$ cat config.mk
export PLATFORM = sky130hd
export DESIGN_NAME = mctp_packet_reassembly_unit
export DESIGN_NICKNAME = d
export VERILOG_FILES = /design/src/rtl/mpr_pkg.sv /design/src/rtl/mctp_packet_reassembly_unit.sv
export VERILOG_INCLUDE_DIRS = /design/src /design/src/rtl
export SDC_FILE = /design/constraint.sdc
export NUM_CORES = 1
export LEC_CHECK = 0
export BUFFER_PORTS_ARGS = -buffer_cell sky130_fd_sc_hd__buf_4
export CAP_MARGIN = 15
export CORE_MARGIN = 8
export CORE_UTILIZATION = 57
export CTS_CLUSTER_DIAMETER = 100
export DETAILED_ROUTE_END_ITERATION = 16
export GPL_TIMING_DRIVEN = 0
export PLACE_DENSITY = 0.85
export SYNTH_ARGS = -nofsm -noshare
export SYNTH_HDL_FRONTEND = slang
export SYNTH_SLANG_ARGS = --single-unit
$ cat constraint.sdc
create_clock -name clk -period 6 [get_ports clk]
set_clock_uncertainty 0.1 [all_clocks]
set_input_delay 0.3 -clock clk [delete_from_list [all_inputs] [get_ports clk]]
set_output_delay 0.3 -clock clk [all_outputs]
set_load 0.005 [all_outputs]
$ cat src/rtl/assert_macros.svh
// ----------------------------------------------------------------------------
// Assertion macros
// Shared concurrent assertion wrappers. They compile away under SYNTHESIS.
// ----------------------------------------------------------------------------
`ifndef ASSERT_MACROS_SVH
`define ASSERT_MACROS_SVH

`ifndef SYNTHESIS
// Property must hold on every rising clock edge outside reset.
`define MPR_ASSERT(lbl, clk, rst, prop, msg) \
  lbl: assert property (@(posedge clk) disable iff (rst) (prop)) else $error(msg);
// Condition must never be true outside reset.
`define MPR_NEVER(lbl, clk, rst, cond, msg) \
  lbl: assert property (@(posedge clk) disable iff (rst) !(cond)) else $error(msg);
`else
`define MPR_ASSERT(lbl, clk, rst, prop, msg)
`define MPR_NEVER(lbl, clk, rst, cond, msg)
`endif

`endif

$ cat src/rtl/mpr_pkg.sv
// ----------------------------------------------------------------------------
// MCTP reassembly package
// Word types, status codes, register indexes and sizing constants.
// ----------------------------------------------------------------------------
`default_nettype none

package mpr_pkg;

  // Message buffer size in bytes
  localparam int unsigned MaxMsg = 1024;
  // Width of lengths and offsets before masking (holds MaxMsg plus one packet)
  localparam int unsigned LenW = 11;
  localparam int unsigned OffW = 10;

  // Register indexes (byte address bit 2)
  localparam logic RegLocalEid = 1'b0;
  localparam logic RegSeqCheck = 1'b1;

  typedef enum logic [2:0] {
    StAccepted  = 3'd0,
    StComplete  = 3'd1,
    StTooSmall  = 3'd2,
    StBadDest   = 3'd3,
    StBadSeq    = 3'd4,
    StOverflow  = 3'd5,
    StTooLong   = 3'd6
  } status_t;

  typedef struct packed {
    logic [7:0] rx_byte;
    logic       pkt_last;
  } pkt_word_t;

  typedef struct packed {
    logic            wr_en;
    logic [OffW-1:0] wr_offset;
    logic [7:0]      wr_byte;
    logic            pkt_end;
    status_t         status;
    logic [6:0]      msg_kind;
    logic            msg_ic;
    logic [7:0]      src_eid;
    logic [2:0]      msg_tag;
    logic            tag_owner;
    logic [LenW-1:0] msg_len;
  } msg_word_t;

endpackage

`default_nettype wire

$ cat src/rtl/mctp_packet_reassembly_unit.sv
// ----------------------------------------------------------------------------
// MCTP packet reassembly unit
// Takes a received MCTP packet one byte per word, checks the transport
// header, emits payload bytes as buffer writes and reports per-packet status.
// ----------------------------------------------------------------------------
//
//  channel   dir  handshake              word
//  --------  ---  ---------------------  ---------------------------------
//  pkt       in   pkt_valid / pkt_stall  mpr_pkg::pkt_word_t (byte, last)
//  msg       out  msg_valid / msg_stall  mpr_pkg::msg_word_t (write, status)
//  cfg       in   APB psel/penable       local_eid @0x0, seq_check_enable @0x4
//
//  One word per cycle sustained while msg is not stalled; from acceptance
//  the result word passes the input register, then the result register.
//  All packet state is updated when the input register hands off to the
//  result register, so results follow input order exactly.
//  rst (synchronous) clears packet state, valid flags and configuration registers.
//  A stalled result blocks the input register, which then stalls pkt.
// ----------------------------------------------------------------------------
`default_nettype none

`include "assert_macros.svh"

module mctp_packet_reassembly_unit (
  input  wire               clk,
  input  wire               rst,
  // packet bytes
  input  wire               pkt_valid,
  output logic              pkt_stall,
  input  wire mpr_pkg::pkt_word_t pkt_word,
  // results
  output logic              msg_valid,
  input  wire               msg_stall,
  output mpr_pkg::msg_word_t msg_word,
  // configuration
  input  wire               psel,
  input  wire               penable,
  input  wire               pwrite,
  input  wire  [2:0]        paddr,
  input  wire  [31:0]       pwdata,
  output logic [31:0]       prdata,
  output logic              pready
);

  localparam int unsigned LenW = mpr_pkg::LenW;

  // configuration registers
  logic [7:0] local_eid;
  logic       seq_check_enable;

  // input register
  logic               stage_valid;
  mpr_pkg::pkt_word_t stage_word;
  logic               advance;

  // packet state
  logic [7:0]      byte_position, byte_position_next;
  logic [7:0]      hdr_dest, hdr_dest_next;
  logic [7:0]      hdr_source, hdr_source_next;
  logic [7:0]      hdr_flags, hdr_flags_next;
  logic [7:0]      pending_type_byte, pending_type_byte_next;
  logic [LenW-1:0] committed_length, committed_length_next;
  logic [1:0]      last_seq, last_seq_next;
  logic [6:0]      saved_type, saved_type_next;
  logic            saved_ic, saved_ic_next;
  logic [7:0]      saved_source, saved_source_next;
  logic [3:0]      saved_tag_and_owner, saved_tag_and_owner_next;

  mpr_pkg::msg_word_t res_next;

  // ---------------------------------------------------------------- config
  assign pready = 1'b1;

  always_ff @(posedge clk) begin
    if (rst) begin
      local_eid        <= '0;
      seq_check_enable <= 1'b0;
    end else if (psel && penable && pwrite) begin
      case (paddr[2])
        mpr_pkg::RegLocalEid: local_eid        <= pwdata[7:0];
        mpr_pkg::RegSeqCheck: seq_check_enable <= pwdata[0];
        default: ;
      endcase
    end
  end

  always_comb begin
    case (paddr[2])
      mpr_pkg::RegLocalEid: prdata = {24'd0, local_eid};
      mpr_pkg::RegSeqCheck: prdata = {31'd0, seq_check_enable};
      default:              prdata = '0;
    endcase
  end

  // ------------------------------------------------------------ handshakes
  // The input register moves on when the result register is empty or drains.
  assign advance   = stage_valid && (!msg_valid || !msg_stall);
  assign pkt_stall = stage_valid && !advance;

  always_ff @(posedge clk) begin
    if (rst) begin
      stage_valid <= 1'b0;
    end else if (pkt_valid && !pkt_stall) begin
      stage_valid <= 1'b1;
    end else if (advance) begin
      stage_valid <= 1'b0;
    end
  end

  always_ff @(posedge clk) begin
    if (pkt_valid && !pkt_stall) begin
      stage_word <= pkt_word;
    end
  end

  // ---------------------------------------------------------- packet logic
  always_comb begin
    logic [7:0]      idx;
    logic [7:0]      b;
    logic            last;
    logic            too_long;
    logic            som;
    logic            eom;
    logic [1:0]      seq;
    logic            dest_ok;
    logic            seq_ok;
    logic [LenW-1:0] base;
    logic [LenW-1:0] off;
    logic [LenW-1:0] plen;
    logic [LenW-1:0] total;
    logic [7:0]      type_byte;

    idx      = byte_position;
    b        = stage_word.rx_byte;
    last     = stage_word.pkt_last;
    // byte_position saturates at 255, so the 256th and later bytes sit there
    too_long = (idx == 8'd255);
    som      = hdr_flags[7];
    eom      = hdr_flags[6];
    seq      = hdr_flags[5:4];
    dest_ok  = (hdr_dest == 8'hFF) || (hdr_dest == 8'h00) || (hdr_dest == local_eid);
    seq_ok   = som ? !(seq_check_enable && (seq != 2'd0))
                   : ((last_seq + 2'd1) == seq);
    base     = som ? '0 : committed_length;
    // payload offset within the message; only meaningful once idx >= 4
    off      = base + LenW'(idx) - LenW'(4) - LenW'(som);
    plen     = LenW'(idx) - LenW'(3) - LenW'(som);
    total    = base + plen;
    // a five-byte start packet ends on its message header byte
    type_byte = (idx == 8'd4 && som) ? b : pending_type_byte;

    byte_position_next       = byte_position;
    hdr_dest_next            = hdr_dest;
    hdr_source_next          = hdr_source;
    hdr_flags_next           = hdr_flags;
    pending_type_byte_next   = pending_type_byte;
    committed_length_next    = committed_length;
    last_seq_next            = last_seq;
    saved_type_next          = saved_type;
    saved_ic_next            = saved_ic;
    saved_source_next        = saved_source;
    saved_tag_and_owner_next = saved_tag_and_owner;
    res_next                 = '0;

    // header capture
    if (!too_long) begin
      byte_position_next = idx + 8'd1;
      case (idx)
        8'd1: hdr_dest_next   = b;
        8'd2: hdr_source_next = b;
        8'd3: hdr_flags_next  = b;
        8'd4: if (som) pending_type_byte_next = b;
        default: ;
      endcase
    end

    // payload write, dropped early on a known bad header or beyond the buffer
    if (!too_long && idx >= 8'd4 && !(som && idx == 8'd4) && dest_ok && seq_ok &&
        off < LenW'(mpr_pkg::MaxMsg)) begin
      res_next.wr_en     = 1'b1;
      res_next.wr_offset = off[mpr_pkg::OffW-1:0];
      res_next.wr_byte   = b;
    end

    // packet end: checks and commit
    if (last) begin
      byte_position_next = '0;
      res_next.pkt_end   = 1'b1;
      if (too_long) begin
        res_next.status = mpr_pkg::StTooLong;
      end else if (idx <= 8'd3) begin
        res_next.status = mpr_pkg::StTooSmall;
      end else if (!dest_ok) begin
        res_next.status = mpr_pkg::StBadDest;
      end else begin
        if (som) begin
          committed_length_next = '0;
          saved_ic_next         = type_byte[7];
          saved_type_next       = type_byte[6:0];
          saved_source_next     = hdr_source;
        end
        if (!seq_ok) begin
          res_next.status = mpr_pkg::StBadSeq;
        end else begin
          if (som) begin
            last_seq_next            = seq;
            saved_tag_and_owner_next = hdr_flags[3:0];
          end
          if (total > LenW'(mpr_pkg::MaxMsg)) begin
            res_next.status = mpr_pkg::StOverflow;
          end else begin
            last_seq_next         = seq;
            committed_length_next = total;
            res_next.status       = eom ? mpr_pkg::StComplete : mpr_pkg::StAccepted;
          end
        end
      end
      res_next.msg_kind  = saved_type_next;
      res_next.msg_ic    = saved_ic_next;
      res_next.src_eid   = saved_source_next;
      res_next.msg_tag   = saved_tag_and_owner_next[2:0];
      res_next.tag_owner = saved_tag_and_owner_next[3];
      res_next.msg_len   = committed_length_next;
    end
  end

  always_ff @(posedge clk) begin
    if (rst) begin
      byte_position       <= '0;
      hdr_dest            <= '0;
      hdr_source          <= '0;
      hdr_flags           <= '0;
      pending_type_byte   <= '0;
      committed_length    <= '0;
      last_seq            <= '0;
      saved_type          <= '0;
      saved_ic            <= 1'b0;
      saved_source        <= '0;
      saved_tag_and_owner <= '0;
    end else if (advance) begin
      byte_position       <= byte_position_next;
      hdr_dest            <= hdr_dest_next;
      hdr_source          <= hdr_source_next;
      hdr_flags           <= hdr_flags_next;
      pending_type_byte   <= pending_type_byte_next;
      committed_length    <= committed_length_next;
      last_seq            <= last_seq_next;
      saved_type          <= saved_type_next;
      saved_ic            <= saved_ic_next;
      saved_source        <= saved_source_next;
      saved_tag_and_owner <= saved_tag_and_owner_next;
    end
  end

  // -------------------------------------------------------- result register
  always_ff @(posedge clk) begin
    if (rst) begin
      msg_valid <= 1'b0;
    end else if (advance) begin
      msg_valid <= 1'b1;
    end else if (!msg_stall) begin
      msg_valid <= 1'b0;
    end
  end

  always_ff @(posedge clk) begin
    if (advance) begin
      msg_word <= res_next;
    end
  end

  // ------------------------------------------------------------ assertions
  `MPR_NEVER(a_len_bound, clk, rst,
             committed_length > LenW'(mpr_pkg::MaxMsg),
             "message length beyond buffer")
  `MPR_ASSERT(a_pos_clear, clk, rst,
              advance && stage_word.pkt_last |=> byte_position == 8'd0,
              "position not cleared at packet end")
  `MPR_ASSERT(a_no_commit, clk, rst,
              advance && stage_word.pkt_last &&
              (res_next.status == mpr_pkg::StTooLong ||
               res_next.status == mpr_pkg::StTooSmall ||
               res_next.status == mpr_pkg::StBadDest) |=> $stable(committed_length),
              "rejected packet changed length")
  `MPR_NEVER(a_stall_empty, clk, rst, pkt_stall && !stage_valid,
             "stall with empty input register")

endmodule

`default_nettype wire
======== Yosys cells after proc, flatten, opt, wreduce, memory -nomap -nowiden ========
Cells that the tools add are included.
W data, S select, Z words.
operators by class
  add/subtract/negate cells ............... 8
  order comparisons ....................... 4
  equality and inequality tests ........... 11
  multiplexer cells ....................... 42
  reduce and logical (&&, ||, !) cells .... 35
  bitwise logic cells ..................... 4
operators by type and width
  kind                     count
  $mux W11                 6
  $pmux W32 S2             1
  $mux W8                  7
  $mux W35                 1
  $mux W7                  4
  $mux W4                  5
  $mux W19                 1
  $eq A8 B2 Y1 const B     2
  $eq A8 B8 Y1 const B     2
  $mux W3                  5
  $logic_and A1 B1 Y1      12
  $add A11 B11 Y11         1
  $add A11 B8 Y11          1
  $gt A11 B11 Y1 const B   1
  $lt A11 B11 Y1 const B   1
  $sub A11 B1 Y11          1
  $sub A11 B3 Y11 const B  1
  $mux W1                  10
  $sub A9 B2 Y10           1
  $reduce_and A3 Y1        3
  $sub A8 B2 Y9 const B    1
  $add A8 B1 Y8 const B    1
  $eq A8 B1 Y1 const B     1
  $eq A8 B3 Y1 const B     1
  other kinds (17)         34
word-level totals
  input bits .............................. 51
  output and inout bits ................... 89
  logic and storage cells ................. 133
  register bits after elaboration ......... 147

======== Depth between registers and ports, before layout ========
  depth after elaboration ................. 10
  mapped depth ............................ 18
  depth with buffers taken out ............ 16

======== Least setup slack after synthesis ========
Ideal clock, no wire load.
  path type ............................... register -> register
  start point ............................. register stage_valid
  end point ............................... register saved_source[0]
  period minus slack after synthesis ...... 5.062 ns
  path buffers ............................ 0
  data required time ...................... 5.840 ns
  setup slack ............................. 0.938 ns
  arrival time ............................ 4.902 ns
  setup time .............................. 0.060 ns
  stages on the path, launching flop included .. 5
  cells stage by stage .................... dfxtp_1 -> a21boi_1 -> nand2_1 -> nor3_1 -> a22o_1
on the way
  word-level cells in the longest chain between the ends .. 2
RTL lines
  item                         RTL line                            RTL
  start: declaration           mctp_packet_reassembly_unit.sv:52   logic stage_valid;
  start signal: assignment     mctp_packet_reassembly_unit.sv:102  stage_valid <= 1'b0;
  start signal: assignment     mctp_packet_reassembly_unit.sv:104  stage_valid <= 1'b1;
  start signal: assignment     mctp_packet_reassembly_unit.sv:106  stage_valid <= 1'b0;
  $logic_and A1 B1 Y1          mctp_packet_reassembly_unit.sv:97   assign advance = stage_valid && (!msg_valid || !msg_stall);
  named net advance            mctp_packet_reassembly_unit.sv:54   logic advance;
  $reduce_and A2 Y1 (no line)  -
  end signal: assignment       mctp_packet_reassembly_unit.sv:250  saved_source <= saved_source_next;
  end: declaration             mctp_packet_reassembly_unit.sv:66   logic [7:0] saved_source, saved_source_next;
The timed path passes the listed nets, and every way through them passes these cells.
A chain may end at the register's enable or synchronous reset.

======== Worst setup path in the final report ========
  start point ............................. register hdr_flags[7]
  end point ............................... register msg_word[44] (netlist name), data pin
on the way
  word-level cells in the longest chain between the ends .. 6
  elaborated cells between the ends (all ways) .. 12
  those cells by class .................... add/sub (3); order compare (1); mux (2); reduce/logical (6)
RTL lines
  item                                                           RTL line                                                                RTL
  start: declaration                                             mctp_packet_reassembly_unit.sv:60                                       logic [7:0] hdr_flags, hdr_flags_next;
  start signal: assignment                                       mctp_packet_reassembly_unit.sv:244                                      hdr_flags <= hdr_flags_next;
  $mux W11 / $logic_and A1 B1 Y1 (equally long branches)         mctp_packet_reassembly_unit.sv:144, mctp_packet_reassembly_unit.sv:178
  $add A11 B8 Y11 / $logic_not A1 Y1 (equally long branches)     mctp_packet_reassembly_unit.sv:146, mctp_packet_reassembly_unit.sv:178
  $sub A11 B3 Y11 / $logic_and A1 B1 Y1 (equally long branches)  mctp_packet_reassembly_unit.sv:146, mctp_packet_reassembly_unit.sv:178
  $sub A11 B1 Y11 / $logic_and A1 B1 Y1 (equally long branches)  mctp_packet_reassembly_unit.sv:146, mctp_packet_reassembly_unit.sv:178
  $lt A11 B11 Y1 / $logic_and A1 B1 Y1 (equally long branches)   mctp_packet_reassembly_unit.sv:179, mctp_packet_reassembly_unit.sv:178
  $logic_and A1 B1 Y1                                            mctp_packet_reassembly_unit.sv:178                                      if (!too_long && idx >= 8'd4 && !(som && idx == 8'd4) && dest_ok && seq_ok &&
  end signal: assignment                                         mctp_packet_reassembly_unit.sv:268                                      msg_word <= res_next;
  end: declaration                                               mctp_packet_reassembly_unit.sv:34                                       output mpr_pkg::msg_word_t msg_word,
Parallel ways exist; a longest one is shown, timed or not.

==> results.py <==
metrics = {
    "global_routing": {
        "grt_pass1_vias": 6712,
        "grt_pass1_wl_microns": 33270,
        "grt_max_degree": 32,
        "antenna_found_initial": 1,
        "grt_util_all_layers": 0.2326,
        "grt_overflow": 0,
    },
    "sta": {
        "period_needed_ns": 5.496,
        "timing.final.ws_setup_ns": 0.5042,
        "tightest_slew_ns": 0.9842,
        "final_hold_viol_count": 0,
        "setup_viol": 0,
        "max_slew_margin": 0.3388,
        "rsz0062_at_grt": "false",
        "fmax_ghz": 0.1820,
        "slew_viol_final": 0,
        "finalCritPeriodShare": 0.9160,
    },
    "critical_path": {
        "critPathLaunchType": "register",
        "required_ns": 6.08,
        "critPathMaxFanout": 10,
        "crit_path_end_kind": "register",
        "arrival_ns": 5.58,
        "worstSetupPathType": "reg2reg",
    },
    "synthesis": {
        "ys.flop_type": "dfxtp_1",
        "ys_ff_latch": 147,
        "synth_area_sq_um": 7904,
        "synth_area_leaders": "edfxtp_1 24%, dfxtp_1 21%, ha_1 5.4%",
        "ys_warn_count": 0,
        "postSynthAreaPerCell_sq_um": 9.387,
        "synth_top_cell_by_area": "edfxtp_1",
        "syn-instance-count": 842,
        "synth_edf_count": 63,
        "netlist.area_leader.share": 0.2394,
        "async_reset_ff_frac": 0,
        "synthDistinctLibCells": 74,
        "ys_seq_area_frac": 0.4521,
    },
    "floorplanning": {
        "die_x_microns": 133.8,
        "start_util": 0.5761,
        "boundaryPins": 140,
        "die_h_microns": 133.8,
        "fp-row-count": 43,
        "core_area_sq_um": 13720,
        "die_area_sq_um": 17890,
    },
    "clock_network": {
        "cts_root_buf": "clkbuf_16",
        "clk_latency_ns": 0.43,
        "cts_num_sinks": 147,
        "cts_tree": "yes",
        "cts-hold-fix-buffers": 10,
        "cts_max_path_buffers": 2,
        "post_cts_buffers": 0,
        "h-tree-depth": 4,
        "cts_made_buffers": 17,
        "clk_pin_slew_worst_paths_ns": 0.07,
        "cts_resized": 0,
    },
    "routing": {
        "drt_iter0_drc": 786,
        "first_pass_iters": 5,
        "wl_per_cell_microns": 17.65,
        "routed_via_density": 5.828,
        "ant_nets": 0,
        "met3_length_microns": 2175,
        "drt_wl_total_microns": 20750,
        "wl_met1_microns": 8079,
        "wl_met2_microns": 9765,
        "vias": 6854,
        "drc_errors": 0,
        "dr.max_layer_used": "met4",
    },
    "final_layout": {
        "areaGrowthSynthToFinish_pct": 21.59,
        "mostFrequentLayoutCells": "114 x buf_4, 111 x nand2_1, 84 x dfxtp_1",
        "largest_reg_flops": 54,
        "antenna_cells": 0,
        "nets": 1071,
        "drive_gt1_frac": 0.1807,
        "regMostFlops": "msg_word",
        "final_common_cell": "buf_4",
        "reg.largest.list": "msg_word x54, committed_length x11, stage_word x9",
    },
    "power": {
        "power_mw": 2.429,
        "p_leak_nw": 3.801,
        "ir_drop_mv": 0.1724,
        "power_density_nw_per_um2": 252.7,
    },
    "placed_design": {
        "dpl.hpwl_microns": 14680,
        "portBuffers": 87,
        "dp_slack_ns": 0.6944,
        "gp_congestion": 0.9150,
    },
    "job": {
        "max_cap_violations": 0,
    },
    "status": {
        "outcome": "finished, final reports clean",
    },
    "min_path": {
        "hold_class": "in2reg",
    },
}
==> layer usage <==
layer  track usage  vias up
li1              -     3236
met1        0.2812     3149
met2        0.3711      392
met3       0.06777       77
met4        0.1167        0
met5             0        -
==> cells in the mapped netlist, drive strengths merged, types with 3 or more instances <==
cell and count:
a211oi 15, a21boi 3, a21o 4, a21oi 76
a22o 8, a22oi 5, a31oi 5, and2 13
and3 3, buf 37, clkbuf 26, dfxtp 84
edfxtp 63, fa 3, ha 34, inv 43
mux2i 19, nand2 111, nand3 40, nand4 8
nor2 51, nor2b 13, nor3 20, nor3b 3
nor4 8, o211ai 8, o21a 5, o21ai 26
o21bai 5, o2bb2ai 14, o31ai 3, o41ai 3
or2 6, or4 4, xnor2 26, xor2 17
==> power by group <==
group          total (mW)  internal (mW)  switching (mW)  leakage [nW]
clock network        1.06          0.608           0.451         0.287
registers            1.09           1.07          0.0191          1.29
logic               0.285          0.114           0.170          2.22
==> logic make-up after synthesis <==
family / synth area share
buffers and inverters: 0.06728
flip-flops: 0.4521
AND/OR/NAND/NOR: 0.1707
other: 0.0009502
adder cells (fa/ha/maj): 0.06142
AO/OA/AOI/OAI: 0.1702
XOR/XNOR: 0.05050
multiplexers: 0.02691
==> final cells by class <==
| type | instances | area, sq um |
|---|---|---|
| plain buffers | 63 | 362.8 |
| inverters | 45 | 168.9 |
| repair buffers | 99 | 793.3 |
| clock buffers | 18 | 450.4 |
| well taps | 180 | 225.2 |
| multi-input cells | 610 | 3896 |
| clock inverters | 14 | 140.1 |
| fillers | 1028 | 4109 |
| flip-flops and latches | 147 | 3573 |
==> path summary, 6_finish.rpt <==
| path | to | cells after the start | slack [ns] | from |
|---|---|---|---|---|
| worst min-delay path | seq_check_enable | 3 | 0.01 | pwdata[0] |
| worst max-delay path | msg_word[44] | 17 | 0.50 | hdr_flags[7] |
| worst max register to register | msg_word[44] | 17 | 0.50 | hdr_flags[7] |
| worst min register to register | msg_word[34] | 0 | 0.37 | stage_word[0] |
==> worst max-delay path, stage by stage (launching register included) <==
cell and delay (ns):
dfxtp_1 0.39, buf_2 0.26, inv_1 0.15, clkbuf_1 0.47
nand2_1 0.19, ha_1 0.24, fa_1 0.50, inv_1 0.08
ha_1 0.32, a21o_1 0.19, a21oi_1 0.22, o21bai_1 0.11
a2111oi_0 0.65, o31ai_1 0.19, xnor2_1 0.59, nor2_1 0.16
clkbuf_1 0.21, and2_1 0.20
==> stage by stage <==
stage | util | hold WS [ns] | instances | TNS, ns | area, sq um
floorplan | - | 0.2989 | 865 | 0 | 7990
global placement | 0.6464 | 0.3303 | 1132 | -42.62 | 8869
detailed placement | 0.6502 | 0.3482 | 1134 | 0 | 8920
CTS | 0.7005 | 0.005494 | 1176 | 0 | 9610
global route | 0.7005 | 0.01586 | 1176 | 0 | 9610
finish | 0.7005 | 0.01475 | 1176 | 0 | 9610
Note: power is estimated with default switching activity, not from simulation.
